**config.mk**
```make
export PLATFORM = sky130hd
export DESIGN_NAME = pixel_sort_run_rank_core
export DESIGN_NICKNAME = d
export VERILOG_FILES = /design/src/sv/psrr_pkg.sv /design/src/sv/psrr_ram.sv /design/src/sv/psrr_div.sv /design/src/sv/psrr_front.sv /design/src/sv/psrr_queue.sv /design/src/sv/psrr_back.sv /design/src/sv/pixel_sort_run_rank_core.sv
export SDC_FILE = /design/constraint.sdc
export NUM_CORES = 2
export LEC_CHECK = 0
export BUFFER_PORTS_ARGS = -buffer_cell sky130_fd_sc_hd__buf_2
export CAP_MARGIN = 20
export CORE_AREA = 2 2 294 587
export DETAILED_ROUTE_END_ITERATION = 10
export DIE_AREA = 0 0 296 589
export GPL_ROUTABILITY_DRIVEN = 0
export PLACE_DENSITY = 0.65
export SLEW_MARGIN = 20
export SYNTH_ARGS = -nofsm -noshare
export SYNTH_HDL_FRONTEND = slang
export SYNTH_SLANG_ARGS = --single-unit
```
**constraint.sdc**
```tcl
create_clock -name clk -period 15.6 [get_ports clk]
set_input_delay 3.12 -clock clk [delete_from_list [all_inputs] [get_ports clk]]
set_output_delay 3.12 -clock clk [all_outputs]
set_load 0.005 [all_outputs]
```
**src/sv/psrr_pkg.sv**
```systemverilog
package psrr_pkg;

	localparam int DEF_MAX_RADIUS = 31;
	localparam int DEF_MAX_LINE   = 4096;
	localparam int DEF_KEY_WIDTH  = 16;
	localparam int QUEUE_DEPTH    = 4;

	localparam int FIELD_W    = 12;
	localparam int LIDX_W     = 12;
	localparam int CFG_IDX_W  = 3;
	localparam int CFG_DATA_W = 24;

	localparam logic [CFG_IDX_W-1:0] REG_MODE      = 3'd0;
	localparam logic [CFG_IDX_W-1:0] REG_LENGTH    = 3'd1;
	localparam logic [CFG_IDX_W-1:0] REG_BAND_LOW  = 3'd2;
	localparam logic [CFG_IDX_W-1:0] REG_BAND_HIGH = 3'd3;
	localparam logic [CFG_IDX_W-1:0] REG_THRESHOLD = 3'd4;
	localparam logic [CFG_IDX_W-1:0] REG_DESCEND   = 3'd5;
	localparam logic [CFG_IDX_W-1:0] REG_RADIUS    = 3'd6;

	localparam logic [1:0] MODE_NONE   = 2'd0;
	localparam logic [1:0] MODE_BAND   = 2'd1;
	localparam logic [1:0] MODE_WAVES  = 2'd2;
	localparam logic [1:0] MODE_RANDOM = 2'd3;

	localparam logic [31:0] MIX_MUL1 = 32'h7feb352d;
	localparam logic [31:0] MIX_MUL2 = 32'h846ca68b;
	localparam logic [31:0] SEED_MUL = 32'h9e3779b9;
	localparam logic [31:0] POS_MUL  = 32'h85ebca6b;
	localparam logic [31:0] RUN_MUL  = 32'hc2b2ae35;
	localparam logic [12:0] ONE_FIXED = 13'd4096;

	typedef struct packed {
		logic [1:0]  mode;
		logic [11:0] length;
		logic [12:0] band_low;
		logic [12:0] band_high;
		logic [23:0] threshold;
		logic        descending;
		logic [4:0]  radius;
	} cfg_t;

endpackage

```
**src/sv/psrr_ram.sv**
```systemverilog
module psrr_ram #(
	parameter int WIDTH = 17,
	parameter int DEPTH = 63
) (
	input  logic                     clk,
	input  logic                     we,
	input  logic [$clog2(DEPTH)-1:0] waddr,
	input  logic [WIDTH-1:0]         wdata,
	input  logic                     re,
	input  logic [$clog2(DEPTH)-1:0] raddr,
	output logic [WIDTH-1:0]         rdata
);
	logic [WIDTH-1:0] mem_q [DEPTH];

	always_ff @(posedge clk) begin
		if (we) begin
			mem_q[waddr] <= wdata;
		end
		if (re) begin
			rdata <= mem_q[raddr];
		end
	end
endmodule

```
**src/sv/psrr_div.sv**
```systemverilog
// Restoring divider, one quotient bit a cycle. Short mode divides a QW-bit value.
module psrr_div #(
	parameter int QW = 12
) (
	input  logic          clk,
	input  logic          arst_n,
	input  logic          start,
	input  logic          long_mode,
	input  logic [31:0]   num,
	input  logic [11:0]   den,
	output logic          busy,
	output logic [QW-1:0] quot,
	output logic [11:0]   rem
);
	logic [31:0]   num_q;
	logic [11:0]   rem_q;
	logic [QW-1:0] quot_q;
	logic [5:0]    cnt_q;
	logic [12:0]   trial;
	logic          fits;

	assign trial = {rem_q, num_q[31]};
	assign fits  = trial >= {1'b0, den};
	assign busy  = cnt_q != 6'd0;
	assign quot  = quot_q;
	assign rem   = rem_q;

	always_ff @(posedge clk or negedge arst_n) begin
		if (!arst_n) begin
			cnt_q <= 6'd0;
		end else if (start) begin
			cnt_q <= long_mode ? 6'd32 : 6'(QW);
		end else if (busy) begin
			cnt_q <= cnt_q - 6'd1;
		end
	end

	always_ff @(posedge clk) begin
		if (start) begin
			num_q  <= long_mode ? num : {num[QW-1:0], {(32-QW){1'b0}}};
			rem_q  <= 12'd0;
			quot_q <= '0;
		end else if (busy) begin
			num_q  <= {num_q[30:0], 1'b0};
			rem_q  <= fits ? 12'(trial - {1'b0, den}) : trial[11:0];
			quot_q <= {quot_q[QW-2:0], fits};
		end
	end

	assert property (@(posedge clk) disable iff (!arst_n) start |-> !busy)
		else $error("divider restarted while busy");
endmodule

```
**src/sv/psrr_front.sv**
```systemverilog
// Classifies each key as wall or sortable and queues it.
module psrr_front #(
	parameter int KEY_WIDTH = 16,
	parameter int MAX_LINE  = 4096
) (
	input  logic                             clk,
	input  logic                             arst_n,
	input  psrr_pkg::cfg_t                   cfg,
	input  logic                             in_valid,
	output logic                             in_ready,
	input  logic [KEY_WIDTH-1:0]             in_key,
	input  logic [psrr_pkg::LIDX_W-1:0]      in_lidx,
	input  logic                             in_last,
	output logic                             q_push,
	input  logic                             q_full,
	output logic [KEY_WIDTH+1:0]             q_data
);
	import psrr_pkg::*;

	localparam int POS_W = $clog2(MAX_LINE);

	localparam logic [3:0] F_IDLE = 4'd0;
	localparam logic [3:0] F_SEED = 4'd1;
	localparam logic [3:0] F_MA   = 4'd2;
	localparam logic [3:0] F_MB   = 4'd3;
	localparam logic [3:0] F_MH   = 4'd4;
	localparam logic [3:0] F_DIVP = 4'd5;
	localparam logic [3:0] F_WDIV = 4'd6;
	localparam logic [3:0] F_PUSH = 4'd7;

	localparam logic [1:0] P_SEED = 2'd0;
	localparam logic [1:0] P_WALL = 2'd1;
	localparam logic [1:0] P_DROP = 2'd2;

	logic [3:0]           state_q;
	logic [1:0]           purp_q;
	logic [KEY_WIDTH-1:0] key_q;
	logic [LIDX_W-1:0]    lidx_q;
	logic                 last_q;
	logic                 sortable_q;
	logic [POS_W-1:0]     pos_q;
	logic [POS_W-1:0]     run_q;
	logic [11:0]          off_q;
	logic [31:0]          seed_q;
	logic [31:0]          mul_q;

	logic [31:0]      mul_a, mul_b, pre, hash;
	logic [63:0]      prod;
	logic             mul_en;
	logic             div_start, div_long, div_busy;
	logic [31:0]      div_num;
	logic [POS_W-1:0] div_quot;
	logic [11:0]      div_rem;
	logic [11:0]      len;
	logic             drop_go, in_band, wall_hit;
	logic [12:0]      key_c, band_a, band_b, band_lo, band_hi;

	assign len     = (cfg.length < 12'd2) ? 12'd2 : cfg.length;
	assign drop_go = cfg.threshold != 24'd0;
	assign pre     = (purp_q == P_SEED) ? mul_q : (seed_q ^ mul_q);
	assign hash    = mul_q ^ (mul_q >> 16);
	assign prod    = mul_a * mul_b;

	// band test works on the key clamped to one
	assign key_c   = (32'(key_q) > 32'(ONE_FIXED)) ? ONE_FIXED : 13'(key_q);
	assign band_a  = (cfg.band_low > ONE_FIXED) ? ONE_FIXED : cfg.band_low;
	assign band_b  = (cfg.band_high > ONE_FIXED) ? ONE_FIXED : cfg.band_high;
	assign band_lo = (band_a < band_b) ? band_a : band_b;
	assign band_hi = (band_a < band_b) ? band_b : band_a;
	assign in_band = !(key_c < band_lo || key_c > band_hi);

	assign wall_hit = (cfg.mode == MODE_WAVES) ? (off_q == div_rem) : (div_rem == 12'd0);

	assign in_ready = state_q == F_IDLE;
	assign q_push   = (state_q == F_PUSH) && !q_full;
	assign q_data   = {last_q, sortable_q, key_q};

	psrr_div #(.QW(POS_W)) u_div (
		.clk       (clk),
		.arst_n    (arst_n),
		.start     (div_start),
		.long_mode (div_long),
		.num       (div_num),
		.den       (len),
		.busy      (div_busy),
		.quot      (div_quot),
		.rem       (div_rem)
	);

	always_comb begin
		mul_en    = 1'b0;
		mul_a     = 32'd0;
		mul_b     = 32'd0;
		div_start = 1'b0;
		div_long  = 1'b0;
		div_num   = 32'd0;
		case (state_q)
			F_IDLE: begin
				div_start = in_valid;
				div_num   = 32'(pos_q);
			end
			F_SEED: begin
				mul_en = 1'b1;
				mul_a  = 32'(lidx_q);
				mul_b  = SEED_MUL;
			end
			F_MA: begin
				mul_en = 1'b1;
				mul_a  = pre ^ (pre >> 16);
				mul_b  = MIX_MUL1;
			end
			F_MB: begin
				mul_en = 1'b1;
				mul_a  = mul_q ^ (mul_q >> 15);
				mul_b  = MIX_MUL2;
			end
			F_MH: begin
				if (purp_q == P_WALL) begin
					div_start = 1'b1;
					div_long  = 1'b1;
					div_num   = hash;
				end
			end
			F_DIVP: begin
				if (!div_busy) begin
					case (cfg.mode)
						MODE_BAND: begin
							mul_en = in_band && drop_go;
							mul_a  = 32'(div_quot);
							mul_b  = RUN_MUL;
						end
						MODE_WAVES: begin
							div_start = 1'b1;
							div_long  = 1'b1;
							div_num   = seed_q;
						end
						MODE_RANDOM: begin
							mul_en = 1'b1;
							mul_a  = 32'(pos_q);
							mul_b  = POS_MUL;
						end
						default: begin
							mul_en = drop_go;
							mul_b  = RUN_MUL;
						end
					endcase
				end
			end
			F_WDIV: begin
				if (!div_busy) begin
					mul_en = !wall_hit && drop_go;
					mul_a  = 32'(run_q);
					mul_b  = RUN_MUL;
				end
			end
			default: begin
			end
		endcase
	end

	always_ff @(posedge clk) begin
		if (mul_en) begin
			mul_q <= prod[31:0];
		end
	end

	always_ff @(posedge clk or negedge arst_n) begin
		if (!arst_n) begin
			state_q    <= F_IDLE;
			purp_q     <= P_SEED;
			pos_q      <= '0;
			seed_q     <= 32'd0;
			run_q      <= '0;
			off_q      <= 12'd0;
			last_q     <= 1'b0;
			sortable_q <= 1'b0;
			key_q      <= '0;
			lidx_q     <= '0;
		end else begin
			case (state_q)
				F_IDLE: begin
					if (in_valid) begin
						key_q   <= in_key;
						lidx_q  <= in_lidx;
						last_q  <= in_last || (pos_q == POS_W'(MAX_LINE - 1));
						purp_q  <= P_SEED;
						state_q <= (pos_q == '0) ? F_SEED : F_DIVP;
					end
				end
				F_SEED: state_q <= F_MA;
				F_MA:   state_q <= F_MB;
				F_MB:   state_q <= F_MH;
				F_MH: begin
					case (purp_q)
						P_SEED: begin
							seed_q  <= hash;
							state_q <= F_DIVP;
						end
						P_WALL: state_q <= F_WDIV;
						default: begin
							sortable_q <= !(hash[23:0] < cfg.threshold);
							state_q    <= F_PUSH;
						end
					endcase
				end
				F_DIVP: begin
					if (!div_busy) begin
						run_q <= (cfg.mode == MODE_NONE) ? '0 : div_quot;
						off_q <= div_rem;
						case (cfg.mode)
							MODE_BAND: begin
								if (!in_band || !drop_go) begin
									sortable_q <= in_band;
									state_q    <= F_PUSH;
								end else begin
									purp_q  <= P_DROP;
									state_q <= F_MA;
								end
							end
							MODE_WAVES: state_q <= F_WDIV;
							MODE_RANDOM: begin
								purp_q  <= P_WALL;
								state_q <= F_MA;
							end
							default: begin
								if (drop_go) begin
									purp_q  <= P_DROP;
									state_q <= F_MA;
								end else begin
									sortable_q <= 1'b1;
									state_q    <= F_PUSH;
								end
							end
						endcase
					end
				end
				F_WDIV: begin
					if (!div_busy) begin
						if (wall_hit || !drop_go) begin
							sortable_q <= !wall_hit;
							state_q    <= F_PUSH;
						end else begin
							purp_q  <= P_DROP;
							state_q <= F_MA;
						end
					end
				end
				F_PUSH: begin
					if (!q_full) begin
						pos_q   <= last_q ? '0 : pos_q + POS_W'(1);
						state_q <= F_IDLE;
					end
				end
				default: state_q <= F_IDLE;
			endcase
		end
	end
endmodule

```
**src/sv/psrr_queue.sv**
```systemverilog
module psrr_queue #(
	parameter int WIDTH = 18,
	parameter int DEPTH = 4
) (
	input  logic             clk,
	input  logic             arst_n,
	input  logic             push,
	input  logic [WIDTH-1:0] wdata,
	output logic             full,
	input  logic             pop,
	output logic [WIDTH-1:0] rdata,
	output logic             empty
);
	localparam int PTR_W = $clog2(DEPTH);

	logic [WIDTH-1:0] mem_q [DEPTH];
	logic [PTR_W-1:0] wr_ptr_q, rd_ptr_q;
	logic [PTR_W:0]   count_q;

	assign full  = count_q == (PTR_W+1)'(DEPTH);
	assign empty = count_q == '0;
	assign rdata = mem_q[rd_ptr_q];

	always_ff @(posedge clk) begin
		if (push) begin
			mem_q[wr_ptr_q] <= wdata;
		end
	end

	always_ff @(posedge clk or negedge arst_n) begin
		if (!arst_n) begin
			wr_ptr_q <= '0;
			rd_ptr_q <= '0;
			count_q  <= '0;
		end else begin
			if (push) begin
				wr_ptr_q <= (wr_ptr_q == PTR_W'(DEPTH - 1)) ? '0 : wr_ptr_q + PTR_W'(1);
			end
			if (pop) begin
				rd_ptr_q <= (rd_ptr_q == PTR_W'(DEPTH - 1)) ? '0 : rd_ptr_q + PTR_W'(1);
			end
			if (push && !pop) begin
				count_q <= count_q + (PTR_W+1)'(1);
			end else if (pop && !push) begin
				count_q <= count_q - (PTR_W+1)'(1);
			end
		end
	end

	assert property (@(posedge clk) disable iff (!arst_n) push |-> !full)
		else $error("queue written while full");
	assert property (@(posedge clk) disable iff (!arst_n) pop |-> !empty)
		else $error("queue read while empty");
endmodule

```
**src/sv/psrr_back.sv**
```systemverilog
// Holds the key window and ranks each position against its run neighbours.
module psrr_back #(
	parameter int KEY_WIDTH  = 16,
	parameter int MAX_RADIUS = 31,
	parameter int MAX_LINE   = 4096
) (
	input  logic                         clk,
	input  logic                         arst_n,
	input  psrr_pkg::cfg_t               cfg,
	input  logic                         q_valid,
	output logic                         q_pop,
	input  logic [KEY_WIDTH+1:0]         q_data,
	output logic                         out_valid,
	input  logic                         out_ready,
	output logic [psrr_pkg::FIELD_W-1:0] out_position,
	output logic [psrr_pkg::FIELD_W-1:0] out_destination,
	output logic                         out_done
);
	import psrr_pkg::*;

	localparam int WIN    = 2 * MAX_RADIUS + 1;
	localparam int SLOT_W = $clog2(WIN);
	localparam int RAD_W  = $clog2(MAX_RADIUS + 1);
	localparam int RANK_W = $clog2(2 * MAX_RADIUS + 1);
	localparam int POS_W  = $clog2(MAX_LINE);
	localparam logic [SLOT_W-1:0] SLOT_LAST = SLOT_W'(WIN - 1);

	localparam logic [3:0] B_IDLE  = 4'd0;
	localparam logic [3:0] B_CHECK = 4'd1;
	localparam logic [3:0] B_RSELF = 4'd2;
	localparam logic [3:0] B_USELF = 4'd3;
	localparam logic [3:0] B_RBK   = 4'd4;
	localparam logic [3:0] B_UBK   = 4'd5;
	localparam logic [3:0] B_FWD   = 4'd6;
	localparam logic [3:0] B_RFW   = 4'd7;
	localparam logic [3:0] B_UFW   = 4'd8;
	localparam logic [3:0] B_DONE  = 4'd9;

	function automatic logic [SLOT_W-1:0] slot_inc(input logic [SLOT_W-1:0] s);
		return (s == SLOT_LAST) ? '0 : s + SLOT_W'(1);
	endfunction

	function automatic logic [SLOT_W-1:0] slot_dec(input logic [SLOT_W-1:0] s);
		return (s == '0) ? SLOT_LAST : s - SLOT_W'(1);
	endfunction

	logic [3:0]           state_q;
	logic [POS_W-1:0]     wr_pos_q;
	logic [SLOT_W-1:0]    wr_slot_q;
	logic                 last_q;
	logic [POS_W:0]       emit_q;
	logic [SLOT_W-1:0]    emit_slot_q;
	logic [POS_W-1:0]     cur_q;
	logic [SLOT_W-1:0]    cur_slot_q;
	logic [RAD_W-1:0]     cnt_q;
	logic [KEY_WIDTH-1:0] self_key_q;
	logic [POS_W-1:0]     head_q, tail_q;
	logic [RANK_W-1:0]    rank_q;
	logic                 out_valid_q;

	logic [KEY_WIDTH:0]   rdata;
	logic [KEY_WIDTH-1:0] rd_key;
	logic                 rd_sort;
	logic                 ram_re;
	logic [SLOT_W-1:0]    ram_raddr;
	logic [5:0]           sr6;
	logic [RAD_W-1:0]     r;
	logic [POS_W+1:0]     reach;
	logic                 emit_ok, load, emit_is_end;
	logic [POS_W-1:0]     emit_pos, dest;

	assign sr6 = 6'(cfg.radius);
	assign r   = RAD_W'((sr6 == 6'd0) ? 6'd1 :
		((sr6 > 6'(MAX_RADIUS)) ? 6'(MAX_RADIUS) : sr6));

	assign emit_pos    = emit_q[POS_W-1:0];
	assign emit_is_end = emit_q == {1'b0, wr_pos_q};
	assign reach       = (POS_W+2)'(emit_q) + (POS_W+2)'(r);
	assign emit_ok     = (emit_q <= {1'b0, wr_pos_q}) &&
		(last_q || reach <= (POS_W+2)'(wr_pos_q));

	assign rd_key  = rdata[KEY_WIDTH-1:0];
	assign rd_sort = rdata[KEY_WIDTH];

	assign q_pop     = (state_q == B_IDLE) && q_valid;
	assign ram_re    = (state_q == B_RSELF) || (state_q == B_RBK) || (state_q == B_RFW);
	assign ram_raddr = (state_q == B_RSELF) ? emit_slot_q : cur_slot_q;
	assign load      = (state_q == B_DONE) && (!out_valid_q || out_ready);
	assign dest      = cfg.descending ? tail_q - POS_W'(rank_q) : head_q + POS_W'(rank_q);
	assign out_valid = out_valid_q;

	psrr_ram #(.WIDTH(KEY_WIDTH + 1), .DEPTH(WIN)) u_window (
		.clk   (clk),
		.we    (q_pop),
		.waddr (wr_slot_q),
		.wdata (q_data[KEY_WIDTH:0]),
		.re    (ram_re),
		.raddr (ram_raddr),
		.rdata (rdata)
	);

	always_ff @(posedge clk) begin
		if (load) begin
			out_position    <= FIELD_W'(emit_pos);
			out_destination <= FIELD_W'(dest);
			out_done        <= last_q && emit_is_end;
		end
	end

	always_ff @(posedge clk or negedge arst_n) begin
		if (!arst_n) begin
			state_q     <= B_IDLE;
			wr_pos_q    <= '0;
			wr_slot_q   <= '0;
			last_q      <= 1'b0;
			emit_q      <= '0;
			emit_slot_q <= '0;
			cur_q       <= '0;
			cur_slot_q  <= '0;
			cnt_q       <= '0;
			self_key_q  <= '0;
			head_q      <= '0;
			tail_q      <= '0;
			rank_q      <= '0;
			out_valid_q <= 1'b0;
		end else begin
			if (load) begin
				out_valid_q <= 1'b1;
			end else if (out_ready) begin
				out_valid_q <= 1'b0;
			end
			case (state_q)
				B_IDLE: begin
					if (q_valid) begin
						last_q  <= q_data[KEY_WIDTH+1];
						state_q <= B_CHECK;
					end
				end
				B_CHECK: begin
					if (emit_ok) begin
						state_q <= B_RSELF;
					end else begin
						if (last_q) begin
							wr_pos_q    <= '0;
							wr_slot_q   <= '0;
							emit_q      <= '0;
							emit_slot_q <= '0;
						end else begin
							wr_pos_q  <= wr_pos_q + POS_W'(1);
							wr_slot_q <= slot_inc(wr_slot_q);
						end
						state_q <= B_IDLE;
					end
				end
				B_RSELF: state_q <= B_USELF;
				B_USELF: begin
					self_key_q <= rd_key;
					rank_q     <= '0;
					head_q     <= emit_pos;
					tail_q     <= emit_pos;
					if (!rd_sort) begin
						state_q <= B_DONE;
					end else if (emit_q == '0) begin
						state_q <= B_FWD;
					end else begin
						cur_q      <= emit_pos - POS_W'(1);
						cur_slot_q <= slot_dec(emit_slot_q);
						cnt_q      <= RAD_W'(1);
						state_q    <= B_RBK;
					end
				end
				B_RBK: state_q <= B_UBK;
				B_UBK: begin
					if (!rd_sort) begin
						head_q  <= cur_q + POS_W'(1);
						state_q <= B_FWD;
					end else begin
						// ties on the left count as smaller
						if (rd_key <= self_key_q) begin
							rank_q <= rank_q + RANK_W'(1);
						end
						head_q <= cur_q;
						if (cnt_q == r || cur_q == '0) begin
							state_q <= B_FWD;
						end else begin
							cur_q      <= cur_q - POS_W'(1);
							cur_slot_q <= slot_dec(cur_slot_q);
							cnt_q      <= cnt_q + RAD_W'(1);
							state_q    <= B_RBK;
						end
					end
				end
				B_FWD: begin
					if (emit_is_end) begin
						state_q <= B_DONE;
					end else begin
						cur_q      <= emit_pos + POS_W'(1);
						cur_slot_q <= slot_inc(emit_slot_q);
						cnt_q      <= RAD_W'(1);
						state_q    <= B_RFW;
					end
				end
				B_RFW: state_q <= B_UFW;
				B_UFW: begin
					if (!rd_sort) begin
						tail_q  <= cur_q - POS_W'(1);
						state_q <= B_DONE;
					end else begin
						if (rd_key < self_key_q) begin
							rank_q <= rank_q + RANK_W'(1);
						end
						tail_q <= cur_q;
						if (cnt_q == r || cur_q == wr_pos_q) begin
							state_q <= B_DONE;
						end else begin
							cur_q      <= cur_q + POS_W'(1);
							cur_slot_q <= slot_inc(cur_slot_q);
							cnt_q      <= cnt_q + RAD_W'(1);
							state_q    <= B_RFW;
						end
					end
				end
				B_DONE: begin
					if (load) begin
						emit_q      <= emit_q + (POS_W+1)'(1);
						emit_slot_q <= slot_inc(emit_slot_q);
						state_q     <= B_CHECK;
					end
				end
				default: state_q <= B_IDLE;
			endcase
		end
	end

	assert property (@(posedge clk) disable iff (!arst_n)
		(state_q == B_UBK || state_q == B_UFW) |-> (cnt_q != '0 && cnt_q <= r))
		else $error("scan step count out of radius");
	assert property (@(posedge clk) disable iff (!arst_n)
		rank_q <= RANK_W'(2 * MAX_RADIUS))
		else $error("rank beyond window");
	assert property (@(posedge clk) disable iff (!arst_n)
		(state_q == B_CHECK) |-> (emit_q <= (POS_W+1)'(wr_pos_q) + (POS_W+1)'(1)))
		else $error("emit pointer ran past the newest position");
endmodule

```
**src/sv/pixel_sort_run_rank_core.sv**
```systemverilog
// Front end: each key's position is divided (the line seed hides behind the divider), plus
//   a long division of the line seed for waves, a position hash and long division for
//   random walls and a run hash when run dropping is on; a new key is taken only once the
//   previous key is queued (one shared bit-serial divider). Back end: a result reads its key
//   and, if sortable, up to R neighbours each way; next keys are classified meanwhile via a
//   4-entry queue. A result stays registered until taken; reset (arst_n low, asynchronous)
//   clears all control state and the configuration registers to defaults.
module pixel_sort_run_rank_core #(
	parameter int MAX_RADIUS = psrr_pkg::DEF_MAX_RADIUS,
	parameter int MAX_LINE   = psrr_pkg::DEF_MAX_LINE,
	parameter int KEY_WIDTH  = psrr_pkg::DEF_KEY_WIDTH
) (
	input  logic                                         clk,
	input  logic                                         arst_n,
	input  logic                                         s_axis_tvalid,
	output logic                                         s_axis_tready,
	// key, line_index
	input  logic [((KEY_WIDTH+psrr_pkg::LIDX_W+7)/8)*8-1:0] s_axis_tdata,
	// last_in_line
	input  logic                                         s_axis_tlast,
	output logic                                         m_axis_tvalid,
	input  logic                                         m_axis_tready,
	// position, destination
	output logic [((2*psrr_pkg::FIELD_W+7)/8)*8-1:0]      m_axis_tdata,
	// line_done
	output logic                                         m_axis_tlast,
	input  logic                                         cfg_valid,
	output logic                                         cfg_ready,
	input  logic [psrr_pkg::CFG_IDX_W-1:0]               cfg_index,
	input  logic [psrr_pkg::CFG_DATA_W-1:0]              cfg_data
);
	import psrr_pkg::*;

	localparam int OUT_W = ((2 * FIELD_W + 7) / 8) * 8;
	localparam int ENT_W = KEY_WIDTH + 2;

	cfg_t               cfg_q;
	logic               q_push, q_full, q_pop, q_empty;
	logic [ENT_W-1:0]   q_wdata, q_rdata;
	logic [FIELD_W-1:0] res_pos, res_dest;

	assign cfg_ready    = 1'b1;
	assign m_axis_tdata = OUT_W'({res_dest, res_pos});

	always_ff @(posedge clk or negedge arst_n) begin
		if (!arst_n) begin
			cfg_q.mode       <= MODE_NONE;
			cfg_q.length     <= 12'd2;
			cfg_q.band_low   <= 13'd0;
			cfg_q.band_high  <= ONE_FIXED;
			cfg_q.threshold  <= 24'd0;
			cfg_q.descending <= 1'b0;
			cfg_q.radius     <= 5'd1;
		end else if (cfg_valid) begin
			case (cfg_index)
				REG_MODE:      cfg_q.mode       <= cfg_data[1:0];
				REG_LENGTH:    cfg_q.length     <= cfg_data[11:0];
				REG_BAND_LOW:  cfg_q.band_low   <= cfg_data[12:0];
				REG_BAND_HIGH: cfg_q.band_high  <= cfg_data[12:0];
				REG_THRESHOLD: cfg_q.threshold  <= cfg_data[23:0];
				REG_DESCEND:   cfg_q.descending <= cfg_data[0];
				REG_RADIUS:    cfg_q.radius     <= cfg_data[4:0];
				default: begin
				end
			endcase
		end
	end

	psrr_front #(.KEY_WIDTH(KEY_WIDTH), .MAX_LINE(MAX_LINE)) u_front (
		.clk      (clk),
		.arst_n   (arst_n),
		.cfg      (cfg_q),
		.in_valid (s_axis_tvalid),
		.in_ready (s_axis_tready),
		.in_key   (s_axis_tdata[KEY_WIDTH-1:0]),
		.in_lidx  (s_axis_tdata[KEY_WIDTH+LIDX_W-1:KEY_WIDTH]),
		.in_last  (s_axis_tlast),
		.q_push   (q_push),
		.q_full   (q_full),
		.q_data   (q_wdata)
	);

	psrr_queue #(.WIDTH(ENT_W), .DEPTH(QUEUE_DEPTH)) u_queue (
		.clk    (clk),
		.arst_n (arst_n),
		.push   (q_push),
		.wdata  (q_wdata),
		.full   (q_full),
		.pop    (q_pop),
		.rdata  (q_rdata),
		.empty  (q_empty)
	);

	psrr_back #(
		.KEY_WIDTH  (KEY_WIDTH),
		.MAX_RADIUS (MAX_RADIUS),
		.MAX_LINE   (MAX_LINE)
	) u_back (
		.clk             (clk),
		.arst_n          (arst_n),
		.cfg             (cfg_q),
		.q_valid         (!q_empty),
		.q_pop           (q_pop),
		.q_data          (q_rdata),
		.out_valid       (m_axis_tvalid),
		.out_ready       (m_axis_tready),
		.out_position    (res_pos),
		.out_destination (res_dest),
		.out_done        (m_axis_tlast)
	);
endmodule
```
==> impl_results.md <==
- Status: completed
- Adder-cell area share of the yosys netlist: 0.141
- H-tree depth: 4
- # Max-Cap Violations: 0
- Post-synth ARST share: 0.190
- Post-Layout Inst Area: 0.0926 sq mm
- Root Driver: clkbuf_16
- DR WL/cell: 28.2 microns
- Synth unique cells: 93
- Post-CTS Resized: 0
- Final setup margin: 4.74 ns
- Mux share of post-synthesis cell area: 0.0864
- Pin count of the biggest net entering global routing: 133
- Die height: 589 microns
- Post-Synthesis Cells: 6,505
- Die width: 296 microns
- Met2 Usage GRT: 0.510
- Final clock skew: 0.0652 ns
- Port Buf Inserts: 87
- Post-synth top area cell: edfxtp_1
- Starting Density: 0.498
- Core area: 0.170 sq mm
- Peak fanout along the critical path: 27
- Worst slew pin tran: 1.19 ns
- Residual DRC count: 0
- Warnings, synthesis: 0
- Post-Synth XOR/XNOR Area: 0.0293
- Setup Total Neg Slack: 0 ns
- Placed cells: 8,750
- GRT Util Overall: 0.298
- Nets@finish: 7,399
- Final hold violations: 0
- Worst-skew pair later-pin latency: 0.81 ns
- Num ports: 93
- Simple-gate share of the synthesized area: 0.0823
- Hold_buf cts: 0
- First-pass GRT wire length: 372,000 microns
- Global Route met3 Usage: 0.0691
- Fillers: 14,000
- Crit share post-route: 0.696
- Starting DRT DRC Count: 4,992
- Initial antenna violation count: 13
- Slew Viols, Final: 0
- Primary FF master, synth: edfxtp_1
- Post-CTS setup repair buffer count: 0
- Slowest CP cell: fa_1
- Area post-placement: 0.0880 sq mm
- Sink Count: 1,571
- Number of global-route vias before repair: 56,000
- Fmax: 92.1 MHz
- Busiest layer in global routing: met2
- Critical Path AT: 11.39 ns
- Met1 GRT Util: 0.300
- Largest stage delay, worst path: 1.06 ns
- Finish-stage setup viols: 0
- Slew Limit Headroom: 0.199
- CP required: 16.13 ns
- Clock tree from TritonCTS: built
- Clk slew on worst S/H paths: 0.07 ns
- Compound-Gate Fraction of Synth Area: 0.0753
- Flops & latches, synth: 1,571
- Vias/cell: 5.97
- Share of Yosys cell area claimed by the top area cell type: 0.444
- Die area: 0.174 sq mm
- Final WL: 254,000 microns
- Routed Antenna Nets: 0
- Sequential fraction of the synthesis area: 0.538
- Total grt overflow: 0
- Row Count: 214
- Worst min path class: reg2reg
- Post-route insts no fill: 9,011
- Pre-Repair DR Iteration Count: 7
- Hpwl dp: 174,000 microns
- CP Launch Type: register
- TritonCTS buffer count: 144
- Main combinational cell family by area after synthesis: adder cells
- DR vias: 53,800
- Synth-to-layout area growth: 9.67%
- Clk buf depth: 4
- Layout cell share with drive strength beyond 1: 0.131
- Setup WS pre-CTS: 5.17 ns
- Setup CP Type: reg2reg
- RSZ-0062 raised after global routing: no
- Most common cell on crit path: xnor2_1
- Crit path time final: 10.86 ns
- Number of synthesized flops with an enable pin: 1,249
- Area contributors post-synth: edfxtp_1 44%, fa_1 9.7%, dfrtp_1 8.7%, mux4_2 7.2%, ha_1 4.3%
- CP endpoint kind: register
- Post-Syn Area: 0.0845 sq mm
- Avg Cell Area, Syn: 13.0 sq um
[flip-flops by register name, summed over array words and instances (netlist names), 13 cells and up]
signal and flops:
cfg_q 70, u_back.u_window.rdata 17, u_front.mul_q 32, u_front.u_div.num_q 32, u_back.self_key_q 16, u_front.key_q 16, u_front.seed_q 32, u_back.u_window.mem_q 1071
u_queue.mem_q 72, u_back.emit_q 13
[layout make-up]
type	instances	area [sq um]	share of cell area
inverter	713	2680	0.0290
clock inverter	68	663	0.00716
multi-input combinational	3941	35300	0.381
timing repair buffer	260	1820	0.0196
tap	2268	2840	0.0306
sequential	1571	45400	0.491
clock buffer	181	3840	0.0414
antenna	9	22.5	0.000243
[worst paths after layout]
kind / slack (ns) / cells past startpoint / to / from
min: 0.48 / 2 / u_front.u_div.quot[11] / u_front.u_div.quot[11]
min in group asynchronous: 2.39 / 1 / u_front.seed_q[16] / arst_n
min reg2reg: 0.48 / 2 / u_front.u_div.quot[11] / u_front.u_div.quot[11]
max in group asynchronous: 10.92 / 3 / u_back.cur_slot_q[3] / arst_n
max: 4.74 / 29 / u_front.mul_q[31] / u_front.state_q[2]
max reg2reg: 4.74 / 29 / u_front.mul_q[31] / u_front.state_q[2]
[per-layer routing]
metal / vias up / wire length, microns / share of wire
met3: 941 / 17300 / 0.068
met2: 2179 / 128000 / 0.50
li1: 23300 / - / -
met5: - / 66 / 0.00026
met1: 27300 / 80600 / 0.32
met4: 10 / 28100 / 0.11
[synth_stat cells, types with 47 or more instances]
library cell	number
a211oi_1	117
a21o_1	57
a21oi_1	250
a311oi_1	52
a31oi_1	68
and2_1	94
buf_2	80
clkbuf_1	205
dfrtp_1	295
edfxtp_1	1249
fa_1	410
ha_1	293
inv_1	704
mux2_2	83
mux4_2	271
nand2_1	691
nand3_1	57
nor2_1	388
nor2b_1	57
nor3_1	47
o21ai_0	238
xnor2_1	195
xor2_1	86
[critical path: cells and delay by family, from the launching register on]
kind,cells,cell delay [ns]
simple gates,4,1.64
xor+xnor,10,2.25
buf+inv,6,0.90
compound gates,1,0.84
fa+ha+maj,8,4.10
flops,1,0.90
[metrics by stage]
| step | utilization | hold WS (ns) |
|---|---|---|
| after floorplan | - | 0.442 |
| after global placement | 0.518 | 0.456 |
| after detailed placement | 0.518 | 0.464 |
| after CTS | 0.545 | 0.477 |
| after global routing | 0.546 | 0.496 |
| final | 0.546 | 0.482 |
[cells in the final DEF (no fill, tap or decap), types with 31 or more instances in the layout]
master / count
buf_4: 166
clkbuf_16: 147
xor2_1: 84
conb_1: 42
dfrtp_1: 295
nor2b_1: 57
nor4_1: 31
o21a_1: 31
and2_1: 93
nand3_1: 57
nand4_1: 36
nor3_1: 45
mux4_2: 271
nand2_1: 690
edfxtp_1: 1249
buf_2: 86
a21oi_1: 247
mux2_2: 82
a211oi_1: 117
nor2_1: 383
fa_1: 410
ha_1: 293
a31oi_1: 68
a311oi_1: 52
xnor2_1: 191
a21o_1: 57
o21ai_0: 235
inv_1: 704
[cells by family (layout without fill, tap and decap cells)]
logic type | Yosys count | in the layout
xor+xnor | 282 | 282
mux | 380 | 380
simple gates | 1546 | 1546
other cells | 2 | 51
compound gates | 988 | 988
buf+inv | 1033 | 1222
flops | 1571 | 1571
fa+ha+maj | 703 | 703
Power is left out: the tool's default activity adds up to more than one toggle a clock period on the data nets, which glitch-free logic cannot reach.
